File: config.mk
export PLATFORM = sky130hd
export DESIGN_NAME = quoted_token_extractor_unit
export DESIGN_NICKNAME = d
export VERILOG_FILES = /design/src/hw/rtl/qte_pkg.sv /design/src/hw/rtl/quoted_token_extractor_unit.sv /design/src/hw/rtl/qte_ctrl.sv /design/src/hw/rtl/qte_datapath.sv
export SDC_FILE = /design/constraint.sdc
export NUM_CORES = 1
export LEC_CHECK = 0
export BUFFER_PORTS_ARGS = -buffer_cell sky130_fd_sc_hd__buf_2
export CAP_MARGIN = 20
export CORE_ASPECT_RATIO = 1.4
export CORE_MARGIN = 2
export CORE_UTILIZATION = 55
export CTS_BUF_LIST = sky130_fd_sc_hd__clkbuf_8 sky130_fd_sc_hd__clkbuf_16
export CTS_CLUSTER_DIAMETER = 40
export DETAILED_ROUTE_END_ITERATION = 6
export PLACE_DENSITY = 0.79
export RECOVER_POWER = 100
export SYNTH_ARGS = -nofsm -noshare
export SYNTH_HDL_FRONTEND = slang
export SYNTH_SLANG_ARGS = --single-unit
File: constraint.sdc
create_clock -name clk -period 4.05 [get_ports clk]
set_input_delay 0.81 -clock clk [delete_from_list [all_inputs] [get_ports clk]]
set_output_delay 0.81 -clock clk [all_outputs]
set_load 0.05 [all_outputs]
File: src/hw/rtl/qte_pkg.sv
// Shared types and constants of the quoted token extractor.
// Used by qte_ctrl, qte_datapath and quoted_token_extractor_unit.
`timescale 1ns / 1ps

package qte_pkg;

  // Default parameter values
  localparam int WS_MAX_DEF      = 32;
  localparam int COUNT_WIDTH_DEF = 16;

  // Port widths
  localparam int IN_DATA_W  = 8;
  localparam int OUT_DATA_W = 64;
  localparam int CFG_IDX_W  = 2;
  localparam int CFG_DATA_W = 8;

  // Configuration register indexes
  localparam logic [CFG_IDX_W-1:0] CFG_FIRST_DELIM  = 2'd0;
  localparam logic [CFG_IDX_W-1:0] CFG_SECOND_DELIM = 2'd1;

  // Delimiter reset values
  localparam logic [7:0] FIRST_DELIM_RST  = 8'd35;
  localparam logic [7:0] SECOND_DELIM_RST = 8'd10;

  // Character codes
  localparam logic [7:0] CH_SPACE = 8'h20;
  localparam logic [7:0] CH_TAB   = 8'h09;
  localparam logic [7:0] CH_CR    = 8'h0D;
  localparam logic [7:0] CH_LF    = 8'h0A;
  localparam logic [7:0] CH_BSL   = 8'h5C;
  localparam logic [7:0] CH_DQ    = 8'h22;
  localparam logic [7:0] CH_SQ    = 8'h27;

  // Open quote kind
  localparam logic [1:0] Q_NONE   = 2'd0;
  localparam logic [1:0] Q_DOUBLE = 2'd1;
  localparam logic [1:0] Q_SINGLE = 2'd2;

  // Stop cause codes
  localparam logic [1:0] CAUSE_FIRST  = 2'd0;
  localparam logic [1:0] CAUSE_SECOND = 2'd1;
  localparam logic [1:0] CAUSE_INPUT  = 2'd2;

  // Result kinds loaded into the output register
  typedef logic [2:0] res_t;
  localparam res_t RES_NONE   = 3'd0;
  localparam res_t RES_WS     = 3'd1;  // buffered whitespace byte
  localparam res_t RES_SP     = 3'd2;  // space for a collapsed line break
  localparam res_t RES_ESC    = 3'd3;  // kept backslash
  localparam res_t RES_BYTE   = 3'd4;  // latched token byte
  localparam res_t RES_DIRECT = 3'd5;  // token byte straight from the input beat
  localparam res_t RES_END    = 3'd6;  // end record

  // Controller to datapath
  typedef struct packed {
    logic accept;
    res_t res;
    logic res_last;
  } qte_cmd_t;

  // Datapath to controller
  typedef struct packed {
    logic dec_emit;    // input beat emits a byte
    logic dec_nl;      // line break pending before this beat
    logic dec_ws_any;  // whitespace buffered before this beat
    logic dec_extra;   // escaped byte, backslash goes first
    logic dec_end;     // input beat closes the token
    logic plan_extra;
    logic plan_end;
    logic ws_last;     // flush pointer at the last buffered byte
    logic out_free;    // output register can take a result
  } qte_stat_t;

endpackage

File: src/hw/rtl/quoted_token_extractor_unit.sv
// Quoted token extractor: one input byte per beat, cleaned token bytes
// and end records out. A plain token byte is loaded into the output register
// as its beat is accepted; one byte per cycle sustained while out_tready holds.
// A byte that flushes buffered whitespace sends the buffered bytes, or one
// line break space, then any kept backslash, itself and any end record.
// Reset (rst_n low, synchronous) clears token state and sets delimiters to '#' and LF.
`timescale 1ns / 1ps

module quoted_token_extractor_unit #(
  parameter int WS_MAX      = qte_pkg::WS_MAX_DEF,
  parameter int COUNT_WIDTH = qte_pkg::COUNT_WIDTH_DEF
) (
  input  logic                             clk,
  input  logic                             rst_n,
  // in_tdata: [7:0] in_byte; in_tlast: last_byte
  input  logic                             in_tvalid,
  output logic                             in_tready,
  input  logic [qte_pkg::IN_DATA_W-1:0]    in_tdata,
  input  logic                             in_tlast,
  // cfg_index 0 first_delimiter, 1 second_delimiter
  input  logic                             cfg_valid,
  output logic                             cfg_ready,
  input  logic [qte_pkg::CFG_IDX_W-1:0]    cfg_index,
  input  logic [qte_pkg::CFG_DATA_W-1:0]   cfg_data,
  // out_tdata: [7:0] out_byte, [9:8] stop_cause, [25:10] token_length,
  // [41:26] consumed_count, [57:42] line_breaks, [58] warn_trailing_slash,
  // [59] warn_open_quote, [60] warn_ws_overflow, [63:61] zero
  // out_tuser: token_end; out_tlast: last_of_run
  output logic                             out_tvalid,
  input  logic                             out_tready,
  output logic [qte_pkg::OUT_DATA_W-1:0]   out_tdata,
  output logic                             out_tuser,
  output logic                             out_tlast
);
  import qte_pkg::*;

  qte_cmd_t  cmd;
  qte_stat_t stat;

  qte_ctrl u_ctrl (
    .clk       (clk),
    .rst_n     (rst_n),
    .in_tvalid (in_tvalid),
    .in_tready (in_tready),
    .stat      (stat),
    .cmd       (cmd)
  );

  qte_datapath #(
    .WS_MAX      (WS_MAX),
    .COUNT_WIDTH (COUNT_WIDTH)
  ) u_datapath (
    .clk        (clk),
    .rst_n      (rst_n),
    .in_tdata   (in_tdata),
    .in_tlast   (in_tlast),
    .cfg_valid  (cfg_valid),
    .cfg_ready  (cfg_ready),
    .cfg_index  (cfg_index),
    .cfg_data   (cfg_data),
    .out_tvalid (out_tvalid),
    .out_tready (out_tready),
    .out_tdata  (out_tdata),
    .out_tuser  (out_tuser),
    .out_tlast  (out_tlast),
    .cmd        (cmd),
    .stat       (stat)
  );

endmodule

File: src/hw/rtl/qte_ctrl.sv
// Sequencer of the quoted token extractor: accepts input beats and orders
// the results of each beat. Depends on qte_pkg.
`timescale 1ns / 1ps

module qte_ctrl (
  input  logic                 clk,
  input  logic                 rst_n,
  input  logic                 in_tvalid,
  output logic                 in_tready,
  input  qte_pkg::qte_stat_t   stat,
  output qte_pkg::qte_cmd_t    cmd
);
  import qte_pkg::*;

  localparam logic [2:0] S_IDLE = 3'd0;
  localparam logic [2:0] S_SP   = 3'd1;
  localparam logic [2:0] S_WS   = 3'd2;
  localparam logic [2:0] S_ESC  = 3'd3;
  localparam logic [2:0] S_BYTE = 3'd4;
  localparam logic [2:0] S_END  = 3'd5;

  logic [2:0] state_r, state_nxt;

  assign in_tready = (state_r == S_IDLE) && stat.out_free;

  // Next state and commands
  always_comb begin
    state_nxt    = state_r;
    cmd.accept   = 1'b0;
    cmd.res      = RES_NONE;
    cmd.res_last = 1'b0;
    unique case (state_r)
      S_IDLE: begin
        if (in_tvalid && stat.out_free) begin
          cmd.accept = 1'b1;
          if (stat.dec_emit) begin
            if (stat.dec_nl) begin
              state_nxt = S_SP;
            end else if (stat.dec_ws_any) begin
              state_nxt = S_WS;
            end else if (stat.dec_extra) begin
              state_nxt = S_ESC;
            end else begin
              // plain byte goes out at once
              cmd.res      = RES_DIRECT;
              cmd.res_last = !stat.dec_end;
              state_nxt    = stat.dec_end ? S_END : S_IDLE;
            end
          end else if (stat.dec_end) begin
            state_nxt = S_END;
          end
        end
      end
      S_SP: begin
        if (stat.out_free) begin
          cmd.res   = RES_SP;
          state_nxt = stat.plan_extra ? S_ESC : S_BYTE;
        end
      end
      S_WS: begin
        if (stat.out_free) begin
          cmd.res = RES_WS;
          if (stat.ws_last) begin
            state_nxt = stat.plan_extra ? S_ESC : S_BYTE;
          end
        end
      end
      S_ESC: begin
        if (stat.out_free) begin
          cmd.res   = RES_ESC;
          state_nxt = S_BYTE;
        end
      end
      S_BYTE: begin
        if (stat.out_free) begin
          cmd.res      = RES_BYTE;
          cmd.res_last = !stat.plan_end;
          state_nxt    = stat.plan_end ? S_END : S_IDLE;
        end
      end
      S_END: begin
        if (stat.out_free) begin
          cmd.res      = RES_END;
          cmd.res_last = 1'b1;
          state_nxt    = S_IDLE;
        end
      end
      default: state_nxt = S_IDLE;
    endcase
  end

  always_ff @(posedge clk) begin
    if (!rst_n) begin
      state_r <= S_IDLE;
    end else begin
      state_r <= state_nxt;
    end
  end

endmodule

File: src/hw/rtl/qte_datapath.sv
// Datapath of the quoted token extractor: byte decode, token state,
// whitespace buffer, counters and output register. Depends on qte_pkg.
`timescale 1ns / 1ps

module qte_datapath #(
  parameter int WS_MAX      = qte_pkg::WS_MAX_DEF,
  parameter int COUNT_WIDTH = qte_pkg::COUNT_WIDTH_DEF
) (
  input  logic                             clk,
  input  logic                             rst_n,
  input  logic [qte_pkg::IN_DATA_W-1:0]    in_tdata,
  input  logic                             in_tlast,
  input  logic                             cfg_valid,
  output logic                             cfg_ready,
  input  logic [qte_pkg::CFG_IDX_W-1:0]    cfg_index,
  input  logic [qte_pkg::CFG_DATA_W-1:0]   cfg_data,
  output logic                             out_tvalid,
  input  logic                             out_tready,
  output logic [qte_pkg::OUT_DATA_W-1:0]   out_tdata,
  output logic                             out_tuser,
  output logic                             out_tlast,
  input  qte_pkg::qte_cmd_t                cmd,
  output qte_pkg::qte_stat_t               stat
);
  import qte_pkg::*;

  localparam int CNT_W = $clog2(WS_MAX + 1);
  localparam int AW    = $clog2(WS_MAX);

  // Configuration
  logic [7:0] delim0_r, delim1_r;

  // Token state
  logic                   esc_r, esc_nxt;
  logic [1:0]             quote_r, quote_nxt;
  logic                   nl_r, nl_nxt;
  logic [CNT_W-1:0]       cnt_r, cnt_nxt;
  logic [COUNT_WIDTH-1:0] emitted_r, emitted_nxt;
  logic [COUNT_WIDTH-1:0] consumed_r, consumed_nxt;
  logic [COUNT_WIDTH-1:0] line_r, line_nxt;
  logic                   ovf_r, ovf_nxt;

  // Plan of the beat being worked off
  logic [7:0]       byte_r;
  logic             plan_extra_r, plan_end_r;
  logic [1:0]       cause_r;
  logic [CNT_W-1:0] flush_cnt_r;
  logic [CNT_W-1:0] ptr_r, ptr_nxt;

  // Whitespace buffer
  logic [7:0] ws_mem [WS_MAX];
  logic [7:0] rd_data_r;
  logic       ws_wr;

  // Output register
  logic                  out_valid_r;
  logic [OUT_DATA_W-1:0] out_data_r, out_data_nxt;
  logic                  out_user_r, out_last_r;
  logic                  out_free, load, load_byte;

  // Decode
  logic [7:0] b;
  logic       d_emit, d_extra, d_stop, d_lb, d_ws, d_esc;
  logic [1:0] d_quote, d_cause;
  logic [7:0] qc;
  logic       is_sp;

  // Capped counts for the end record
  logic [15:0] cap_len, cap_cons, cap_line;

  assign b     = in_tdata[7:0];
  assign is_sp = (b == CH_SPACE) || (b == CH_TAB) || (b == CH_CR);
  assign qc    = (quote_r == Q_DOUBLE) ? CH_DQ : CH_SQ;

  // Classify the input byte against the token state
  always_comb begin
    d_emit  = 1'b0;
    d_extra = 1'b0;
    d_stop  = 1'b0;
    d_lb    = 1'b0;
    d_ws    = 1'b0;
    d_esc   = esc_r;
    d_quote = quote_r;
    d_cause = CAUSE_INPUT;
    if (esc_r) begin
      d_esc = 1'b0;
      if (b == CH_LF) begin
        d_lb = 1'b1;
      end else begin
        d_extra = 1'b1;
        d_emit  = 1'b1;
      end
    end else if (b == CH_BSL) begin
      d_esc = 1'b1;
    end else if (quote_r != Q_NONE) begin
      if (b == qc) begin
        d_quote = Q_NONE;
        d_emit  = 1'b1;
      end else if (b == CH_LF) begin
        d_lb = 1'b1;
      end else if (is_sp) begin
        d_ws = 1'b1;
      end else begin
        d_emit = 1'b1;
      end
    end else if (b == CH_DQ) begin
      d_quote = Q_DOUBLE;
      d_emit  = 1'b1;
    end else if (b == CH_SQ) begin
      d_quote = Q_SINGLE;
      d_emit  = 1'b1;
    end else if (b == delim0_r) begin
      d_stop  = 1'b1;
      d_cause = CAUSE_FIRST;
    end else if (b == delim1_r) begin
      d_stop  = 1'b1;
      d_cause = CAUSE_SECOND;
    end else if (is_sp) begin
      d_ws = 1'b1;
    end else begin
      d_emit = 1'b1;
    end
  end

  assign out_free  = !out_valid_r || out_tready;
  assign load      = (cmd.res != RES_NONE);
  assign load_byte = load && (cmd.res != RES_END);
  assign ws_wr     = cmd.accept && d_ws && !nl_r && (cnt_r < CNT_W'(WS_MAX));

  // Status to the controller
  always_comb begin
    stat.dec_emit   = d_emit;
    stat.dec_nl     = nl_r;
    stat.dec_ws_any = (cnt_r != '0);
    stat.dec_extra  = d_extra;
    stat.dec_end    = d_stop || in_tlast;
    stat.plan_extra = plan_extra_r;
    stat.plan_end   = plan_end_r;
    stat.ws_last    = ((ptr_r + CNT_W'(1)) == flush_cnt_r);
    stat.out_free   = out_free;
  end

  // Token state next values
  always_comb begin
    esc_nxt      = esc_r;
    quote_nxt    = quote_r;
    nl_nxt       = nl_r;
    cnt_nxt      = cnt_r;
    emitted_nxt  = emitted_r;
    consumed_nxt = consumed_r;
    line_nxt     = line_r;
    ovf_nxt      = ovf_r;
    if (cmd.accept) begin
      esc_nxt   = d_esc;
      quote_nxt = d_quote;
      if (!d_stop && !(&consumed_r)) begin
        consumed_nxt = consumed_r + COUNT_WIDTH'(1);
      end
      if (d_lb) begin
        nl_nxt  = 1'b1;
        cnt_nxt = '0;
        if (!(&line_r)) begin
          line_nxt = line_r + COUNT_WIDTH'(1);
        end
      end
      if (d_ws && !nl_r) begin
        if (cnt_r < CNT_W'(WS_MAX)) begin
          cnt_nxt = cnt_r + CNT_W'(1);
        end else begin
          ovf_nxt = 1'b1;
        end
      end
      if (d_emit) begin
        cnt_nxt = '0;
        nl_nxt  = 1'b0;
      end
    end
    if (load_byte && !(&emitted_r)) begin
      emitted_nxt = emitted_r + COUNT_WIDTH'(1);
    end
    if (cmd.res == RES_END) begin
      esc_nxt      = 1'b0;
      quote_nxt    = Q_NONE;
      nl_nxt       = 1'b0;
      cnt_nxt      = '0;
      emitted_nxt  = '0;
      consumed_nxt = '0;
      line_nxt     = '0;
      ovf_nxt      = 1'b0;
    end
  end

  // Flush read pointer
  always_comb begin
    ptr_nxt = ptr_r;
    if (cmd.accept) begin
      ptr_nxt = '0;
    end else if (cmd.res == RES_WS) begin
      ptr_nxt = ptr_r + CNT_W'(1);
    end
  end

  // Count capping for the 16-bit report fields
  generate
    if (COUNT_WIDTH > 16) begin : g_cap
      assign cap_len  = (|emitted_r[COUNT_WIDTH-1:16])  ? 16'hFFFF : emitted_r[15:0];
      assign cap_cons = (|consumed_r[COUNT_WIDTH-1:16]) ? 16'hFFFF : consumed_r[15:0];
      assign cap_line = (|line_r[COUNT_WIDTH-1:16])     ? 16'hFFFF : line_r[15:0];
    end else begin : g_ext
      assign cap_len  = 16'(emitted_r);
      assign cap_cons = 16'(consumed_r);
      assign cap_line = 16'(line_r);
    end
  endgenerate

  // Result payload: byte, cause, length, consumed, lines, three warnings
  always_comb begin
    out_data_nxt = '0;
    case (cmd.res)
      RES_WS:     out_data_nxt[7:0] = rd_data_r;
      RES_SP:     out_data_nxt[7:0] = CH_SPACE;
      RES_ESC:    out_data_nxt[7:0] = CH_BSL;
      RES_BYTE:   out_data_nxt[7:0] = byte_r;
      RES_DIRECT: out_data_nxt[7:0] = b;
      RES_END: begin
        out_data_nxt[9:8]   = cause_r;
        out_data_nxt[25:10] = cap_len;
        out_data_nxt[41:26] = cap_cons;
        out_data_nxt[57:42] = cap_line;
        out_data_nxt[58]    = (cause_r == CAUSE_INPUT) && esc_r;
        out_data_nxt[59]    = (cause_r == CAUSE_INPUT) && (quote_r != Q_NONE);
        out_data_nxt[60]    = ovf_r;
      end
      default: out_data_nxt = '0;
    endcase
  end

  // Control and token state registers
  always_ff @(posedge clk) begin
    if (!rst_n) begin
      delim0_r    <= FIRST_DELIM_RST;
      delim1_r    <= SECOND_DELIM_RST;
      esc_r       <= 1'b0;
      quote_r     <= Q_NONE;
      nl_r        <= 1'b0;
      cnt_r       <= '0;
      emitted_r   <= '0;
      consumed_r  <= '0;
      line_r      <= '0;
      ovf_r       <= 1'b0;
      ptr_r       <= '0;
      out_valid_r <= 1'b0;
    end else begin
      if (cfg_valid && (cfg_index == CFG_FIRST_DELIM)) begin
        delim0_r <= cfg_data;
      end
      if (cfg_valid && (cfg_index == CFG_SECOND_DELIM)) begin
        delim1_r <= cfg_data;
      end
      esc_r      <= esc_nxt;
      quote_r    <= quote_nxt;
      nl_r       <= nl_nxt;
      cnt_r      <= cnt_nxt;
      emitted_r  <= emitted_nxt;
      consumed_r <= consumed_nxt;
      line_r     <= line_nxt;
      ovf_r      <= ovf_nxt;
      ptr_r      <= ptr_nxt;
      if (load) begin
        out_valid_r <= 1'b1;
      end else if (out_tready) begin
        out_valid_r <= 1'b0;
      end
    end
  end

  // Beat plan and output payload
  always_ff @(posedge clk) begin
    if (cmd.accept) begin
      byte_r       <= b;
      plan_extra_r <= d_extra;
      plan_end_r   <= d_stop || in_tlast;
      cause_r      <= d_cause;
      flush_cnt_r  <= cnt_r;
    end
    if (load) begin
      out_data_r <= out_data_nxt;
      out_user_r <= (cmd.res == RES_END);
      out_last_r <= cmd.res_last;
    end
  end

  // Whitespace buffer, registered read
  always_ff @(posedge clk) begin
    if (ws_wr) begin
      ws_mem[cnt_r[AW-1:0]] <= b;
    end
    rd_data_r <= ws_mem[ptr_nxt[AW-1:0]];
  end

  assign cfg_ready  = 1'b1;
  assign out_tvalid = out_valid_r;
  assign out_tdata  = out_data_r;
  assign out_tuser  = out_user_r;
  assign out_tlast  = out_last_r;

  // Checks
  a_cnt_bound: assert property (@(posedge clk) disable iff (!rst_n)
    cnt_r <= CNT_W'(WS_MAX)) else $error("whitespace count beyond buffer");

  a_nl_empty: assert property (@(posedge clk) disable iff (!rst_n)
    nl_r |-> (cnt_r == '0)) else $error("whitespace buffered after line break");

  a_load_free: assert property (@(posedge clk) disable iff (!rst_n)
    load |-> out_free) else $error("result loaded over a waiting result");

  a_end_clear: assert property (@(posedge clk) disable iff (!rst_n)
    (cmd.res == RES_END) |=> (emitted_r == '0) && (consumed_r == '0) && (line_r == '0))
    else $error("token counters not cleared after end record");

  a_ws_range: assert property (@(posedge clk) disable iff (!rst_n)
    (cmd.res == RES_WS) |-> (ptr_r < flush_cnt_r)) else $error("flush past buffer fill");

endmodule

==> After elaboration in Yosys (flattened, before gate mapping) <==
Memory sizes are Yosys's and may differ from the RTL's. A register that Yosys moved wholly into a read port is not among the register bits.
Index checks and enable logic that the tools add are counted.
{ "totals": {"mem_count": 1, "ramBits": 256, "inputBits": 24, "word_cells": 201, "output_inout_bits": 69, "regBits": 166} }
{ "classes": {"order_cmp": 1, "mux": 85, "n_reduce_logical": 45, "addsub": 5, "eq_ne": 35, "bitwise_logic": 5} }
{ "mem_list": {"columns": ["memory", "depth", "width", "read_ports", "rd_clocked_by_memory_dff", "write_ports", "line", "source"], "rows": [
  ["u_datapath.ws_mem", 32, 8, 1, 1, 1, "qte_datapath.sv:51", "logic [7:0] ws_mem [WS_MAX];"]
]} }
{ "op_table": {"columns": ["operator", "count"], "rows": [
  ["adder 16 x 1 -> 16 bit, second input constant", 3],
  ["two-way mux 3 bit", 16],
  ["AND reduction 16 bit", 3],
  ["two-way mux 1 bit", 44],
  ["one-hot mux 8 bit (5 select lines)", 1],
  ["one-hot mux 3 bit (6 select lines)", 2],
  ["== test 8 x 4 -> 1 bit, second input constant", 3],
  ["== test 8 x 6 -> 1 bit, second input constant", 3],
  ["== test 8 bit", 3],
  ["two-way mux 4 bit", 6],
  ["two-way mux 6 bit", 4],
  ["two-way mux 2 bit", 8],
  ["== test 3 bit, second input constant", 5],
  ["two-way mux 5 bit", 3],
  ["logical AND 1 bit", 13],
  ["adder 6 x 1 -> 6 bit, second input constant", 2],
  ["== test 3 x 2 -> 1 bit, second input constant", 4],
  ["inequality test 2 x 1 -> 1 bit, second input constant", 6],
  ["== test 8 x 7 -> 1 bit, second input constant", 1],
  ["AND reduction 8 bit", 1],
  ["logical NOT 1 bit", 7],
  ["== test 3 x 1 -> 1 bit, second input constant", 2],
  ["== test 6 bit", 1],
  ["< comparator 6 bit, second input constant", 1],
  ["19 further kinds", 34]
]} }

==> Longest topological paths before layout <==
{ "depth": {"word_depth": 21, "depth_mapped": 13} }

==> Cells and area by module <==
Synthesis repeated with hierarchy kept, for this count alone.
{ "unflattened": {"hier_cells": 1393, "hier_area_um2": 18275.0} }
{ "by_module_without_submodules": {"columns": ["module", "area_per_inst_um2", "cells_each", "instances"], "rows": [
  ["qte_datapath", 17849.6, 1331, 1],
  ["qte_ctrl", 425.4, 62, 1]
]} }

==> Worst setup path after synthesis <==
No wires, ideal clock.
{ "synth_path": {"path_type": "input -> register", "startpoint": "input in_tdata[2] in the netlist's numbering", "endpoint": "register u_datapath.out_data_r[0] (netlist: u_datapath.out_tdata[0]) (enable)", "setup_time_ps": 420, "required_ps": 3630, "setup_slack_ps": 197, "arrival_time_ps": 3432, "path_buffers": 2, "path_stages": 9, "cell_sequence": "buf_2 and4bb_1 nand4b_2 and2b_1 buf_6 o211a_2 nand3_1 nor2_2 a21o_1"} }
{ "synth_via": {"elab_chain_cells": 15, "elab_cells_between_ends": 31, "cone_classes": "10 x eq/ne; 18 x mux; 3 x reduce/logical"} }
{ "synth_lines": {"columns": ["element", "line", "source"], "rows": [
  ["start: declaration", "quoted_token_extractor_unit.sv:18", "input logic [qte_pkg::IN_DATA_W-1:0] in_tdata,"],
  ["== test 8 x 6 -> 1 bit or == test 8 x 4 -> 1 bit (tied branches)", "qte_datapath.sv:72", "assign is_sp = (b == CH_SPACE) || (b == CH_TAB) || (b == CH_CR);"],
  ["logical OR 1 bit (2 in a row)", "qte_datapath.sv:72", null],
  ["two-way mux 1 bit", "qte_datapath.sv:101, qte_datapath.sv:118", null],
  ["two-way mux 1 bit", "qte_datapath.sv:115", "end else if (b == delim1_r) begin"],
  ["two-way mux 1 bit", "qte_datapath.sv:112", "end else if (b == delim0_r) begin"],
  ["two-way mux 1 bit", "qte_datapath.sv:109", "end else if (b == CH_SQ) begin"],
  ["two-way mux 1 bit", "qte_datapath.sv:106", "end else if (b == CH_DQ) begin"],
  ["two-way mux 1 bit", "qte_datapath.sv:95", "end else if (quote_r != Q_NONE) begin"],
  ["two-way mux 1 bit", "qte_datapath.sv:93", "end else if (b == CH_BSL) begin"],
  ["two-way mux 1 bit", "qte_datapath.sv:85", "if (esc_r) begin"],
  ["two-way mux 4 bit (*)", "qte_ctrl.sv:36", "if (stat.dec_emit) begin"],
  ["two-way mux 5 bit (*)", "qte_ctrl.sv:34", "if (in_tvalid && stat.out_free) begin"],
  ["one-hot mux 3 bit (6 select lines) (*)", "qte_ctrl.sv:32", "unique case (state_r)"],
  ["nonzero test 3 bit (*)", "qte_datapath.sv:126", "assign load = (cmd.res != RES_NONE);"],
  ["net u_datapath.load", "qte_datapath.sv:59", "logic out_free, load, load_byte;"],
  ["end signal: assignment", "qte_datapath.sv:287", "out_data_r <= out_data_nxt;"],
  ["end: declaration", "qte_datapath.sv:57", "logic [OUT_DATA_W-1:0] out_data_r, out_data_nxt;"]
]} }
Mark *: on every way through the listed nets, which the timed path passes. The rest lies on a longest branch.
A chain may end at the register's enable or synchronous reset.

==> Final worst setup path <==
{ "layout_path": {"startpoint": "register u_ctrl.state_r[0]", "endpoint": "memory u_datapath.ws_mem[17][6] (enable)"} }
{ "layout_via": {"elab_chain_cells": 7} }
{ "layout_lines": {"columns": ["element", "line", "source"], "rows": [
  ["start: declaration", "qte_ctrl.sv:22", "logic [2:0] state_r, state_nxt;"],
  ["start signal: assignment", "qte_ctrl.sv:96", "state_r <= state_nxt;"],
  ["logical NOT 3 bit", "qte_ctrl.sv:32", null],
  ["two-way mux 1 bit", "qte_ctrl.sv:32", null],
  ["logical AND 1 bit (3 in a row)", "qte_datapath.sv:128", "assign ws_wr = cmd.accept && d_ws && !nl_r && (cnt_r < CNT_W'(WS_MAX));"],
  ["two-way mux 1 bit", "qte_datapath.sv:295", "if (ws_wr) begin"],
  ["two-way mux 1 bit (implied by the code)", "qte_datapath.sv:296", "ws_mem[cnt_r[AW-1:0]] <= b;"],
  ["end: declaration", "qte_datapath.sv:51", null]
]} }
No other way between the ends.

==> flow_summary.yaml <==
logic_synthesis:
  synth_ff_type: "edfxtp_1"
  synth.cell_area_um2: 18400
  netlist_instances: 1395
  yosysWarnings: 0
  synth.distinct_cells: 81
  yosysSeqAreaShare_pct: 65.2
  yosysTopAreaCell: "edfxtp_1"
  yosys.area.top_type_share_pct: 55.1
  synth_seq_cells: 430
  async_flop_share_pct: 0
  syn_area_per_cell_um2: 13.2
  synth-edff-count: 337
  synth_area_leaders: "edfxtp_1 (55%), dfxtp_1 (10%), mux2i_1 (4.5%)"
die:
  die_h_um: 220
  die_x_um: 158
  rows: 79
  start_util_pct: 55.5
  die-area_um2: 34900
  core-area_um2: 33100
  io_pins: 93
setup_path:
  end_kind: "register"
  worstPathRequired_ns: 4.31
  cp.arrival_ns: 3.71
  critPathLaunchType: "register"
  worstPathMaxFanout: 34
  path_class: "register to register"
detailed_routing:
  viasPerCell: 5.77
  wl_per_cell_um: 20.6
  drc: 0
  detail-route-antenna-nets: 0
  initialDrtViolationCount: 902
  routed_wl_um: 41100
  drt_pass1_iterations: 5
  vias: 11500
grt:
  grt_pass1_vias: 11400
  grt-ovfl-total: 0
  grt_usage_pct: 24.0
  grtUsageMet3_pct: 4.25
  grt_max_degree: 71
  grtUsageMet2_pct: 42.2
  grt.busiest_layer: "met2"
  antenna_found_initial: 0
  use_met1_pct: 28.8
  grt_first_pass_wirelength_um: 63100
final_layout:
  num_antenna_cells: 0
  layout-drive-gt1-share_pct: 11.0
  final_util_pct: 62.3
  final_common_cell: "edfxtp_1"
  area_growth_pct: 12.2
  instances_no_fill: 1994
  final_cell_mix: "edfxtp_1 (337), nor2_1 (117), dfxtp_1 (93)"
  nets: 1548
place:
  dpl.hpwl_um: 27500
  numPortBuffers: 88
  gp_congestion: 0.914
  dp.cells: 1918
timing:
  setup_viol: 0
  rsz0062_at_grt: "no"
  clock_skew_ns: 0.0233
  maxSlewViolCount: 278
  whs_ns: 0.498
  hold_violations: 0
  period_minus_slack_ns: 3.45
  final.setup.tns_ns: 0
  slew_headroom_pct: -33.8
  fmax_ghz: 0.290
  tightest_slew_ns: 2.01
  period_share_pct: 85.2
pwr:
  total_power_mw: 12.1
  ir_worst_vdd_mv: 0.596
  power_density_nw_per_um2: 585
  leakage_nw: 6.79
run_status:
  status: "finished with violations"
  violations: "max-capacitance violations, max-slew violations"
clock_network:
  holdBufCountCts: 0
  clkSinkCount: 430
  clkLatencyLatePin_ns: 0.56
  clkSlewWorstSetupHoldPaths_ns: 0.06
  cts_setup_buffers: 0
  clockBufferDepth: 3
  cts_tree: "built"
  ctsHtreeMaxLevel: 2
  ctsRootBufferMaster: "clkbuf_16"
  cts-buffers-inserted: 41
  cts_resized: 0
min_path:
  hold_path_class: "register to register"
flow_run:
  max-cap-violations: 8
## critical path, cell delays in order, from the launching register on
cell and delay (ns):
dfxtp_1 0.44, nor3_1 0.44, and2_0 0.31, nand2_4 0.11, clkinv_4 0.13, buf_4 0.39
nand3_1 0.20, nor2_1 0.33, nand2_1 0.37, nor2_1 0.25, buf_4 0.20
## power breakdown
group / internal (mW) / switching [mW]
combinational: 0.392 / 2.12
sequential: 5.36 / 0.192
clock: 2.34 / 1.66
total: 8.10 / 3.97
## through the flow
| stage | area, um2 | setup slack [ns] |
|---|---|---|
| final | 20600 | 0.599 |
| after global routing | 20600 | 0.320 |
| after global placement | 19500 | 0.640 |
| after detailed placement | 19500 | 0.590 |
| after CTS | 21000 | 0.825 |
| after floorplan | 18400 | 0.197 |
## routing by layer
layer | wire [um] | vias to the layer above | part of all wire, %
met1 | 15900 | 5610 | 39
met5 | 0 | - | 0
met3 | 2320 | 114 | 5.7
met4 | 1880 | 0 | 4.6
li1 | - | 5431 | -
met2 | 20900 | 353 | 51
## state kept, by name, indices dropped and copies added, names as in the netlist, 2 cells and up
| register | count |
|---|---|
| u_datapath.cnt_r | 6 |
| u_datapath.cap_line | 16 |
| u_ctrl.state_r | 3 |
| u_datapath.ptr_r | 6 |
| u_datapath.quote_r | 2 |
| u_datapath.rd_data_r | 8 |
| u_datapath.ws_mem | 256 |
| u_datapath.flush_cnt_r | 6 |
| u_datapath.cause_r | 2 |
| u_datapath.cap_cons | 16 |
| u_datapath.delim0_r | 8 |
| u_datapath.delim1_r | 8 |
| u_datapath.cap_len | 16 |
| u_datapath.byte_r | 8 |
| u_datapath.out_tdata | 61 |
## area by class of cell
class                           instances  area [um2]
Inverter                               16        65.1
Clock inverter                         33         355
Timing Repair Buffer                  156         835
Sequential cell                       430       12000
Fill cell                            2494       12500
Clock buffer                           43        1080
Tap cell                              445         557
Multi-Input combinational cell        871        5760
## kinds of logic after synthesis
kind of cell / synth area share [%]
xor+xnor: 3.38
compound gates: 9.52
buf+inv: 2.87
flops: 65.2
other cells: 0.0409
simple gates: 13.9
fa+ha+maj: 0.599
mux: 4.53
## final timing paths
kind	from	endpoint	slack, ns	depth (start not counted)
max	u_ctrl.state_r[0]$_SDFFE_PN0P_	u_datapath.ws_mem[17][6]$_DFFE_PP_	0.60	10
min	u_datapath.delim0_r[5]$_SDFFE_PN1P_	u_datapath.delim0_r[5]$_SDFFE_PN1P_	0.50	2
max reg2reg	u_ctrl.state_r[0]$_SDFFE_PN0P_	u_datapath.ws_mem[17][6]$_DFFE_PP_	0.60	10
min reg2reg	u_datapath.delim0_r[5]$_SDFFE_PN1P_	u_datapath.delim0_r[5]$_SDFFE_PN1P_	0.50	2
## cell usage after synthesis, types with 13 or more instances
master and instances:
mux2i_1 82, nor3_2 16, inv_1 15, nor2_1 114, a22oi_1 27, buf_4 14
xnor2_1 34, a211oi_1 73, dfxtp_1 93, clkbuf_1 23, nor2b_1 70, xor2_1 37
nand3_1 25, nor3_1 13, buf_2 27, nand4_1 25, and2_1 53, nand2_1 64
a21oi_1 86, o21ai_0 17, edfxtp_1 337
No activity file was read; power rests on OpenSTA's default activity.
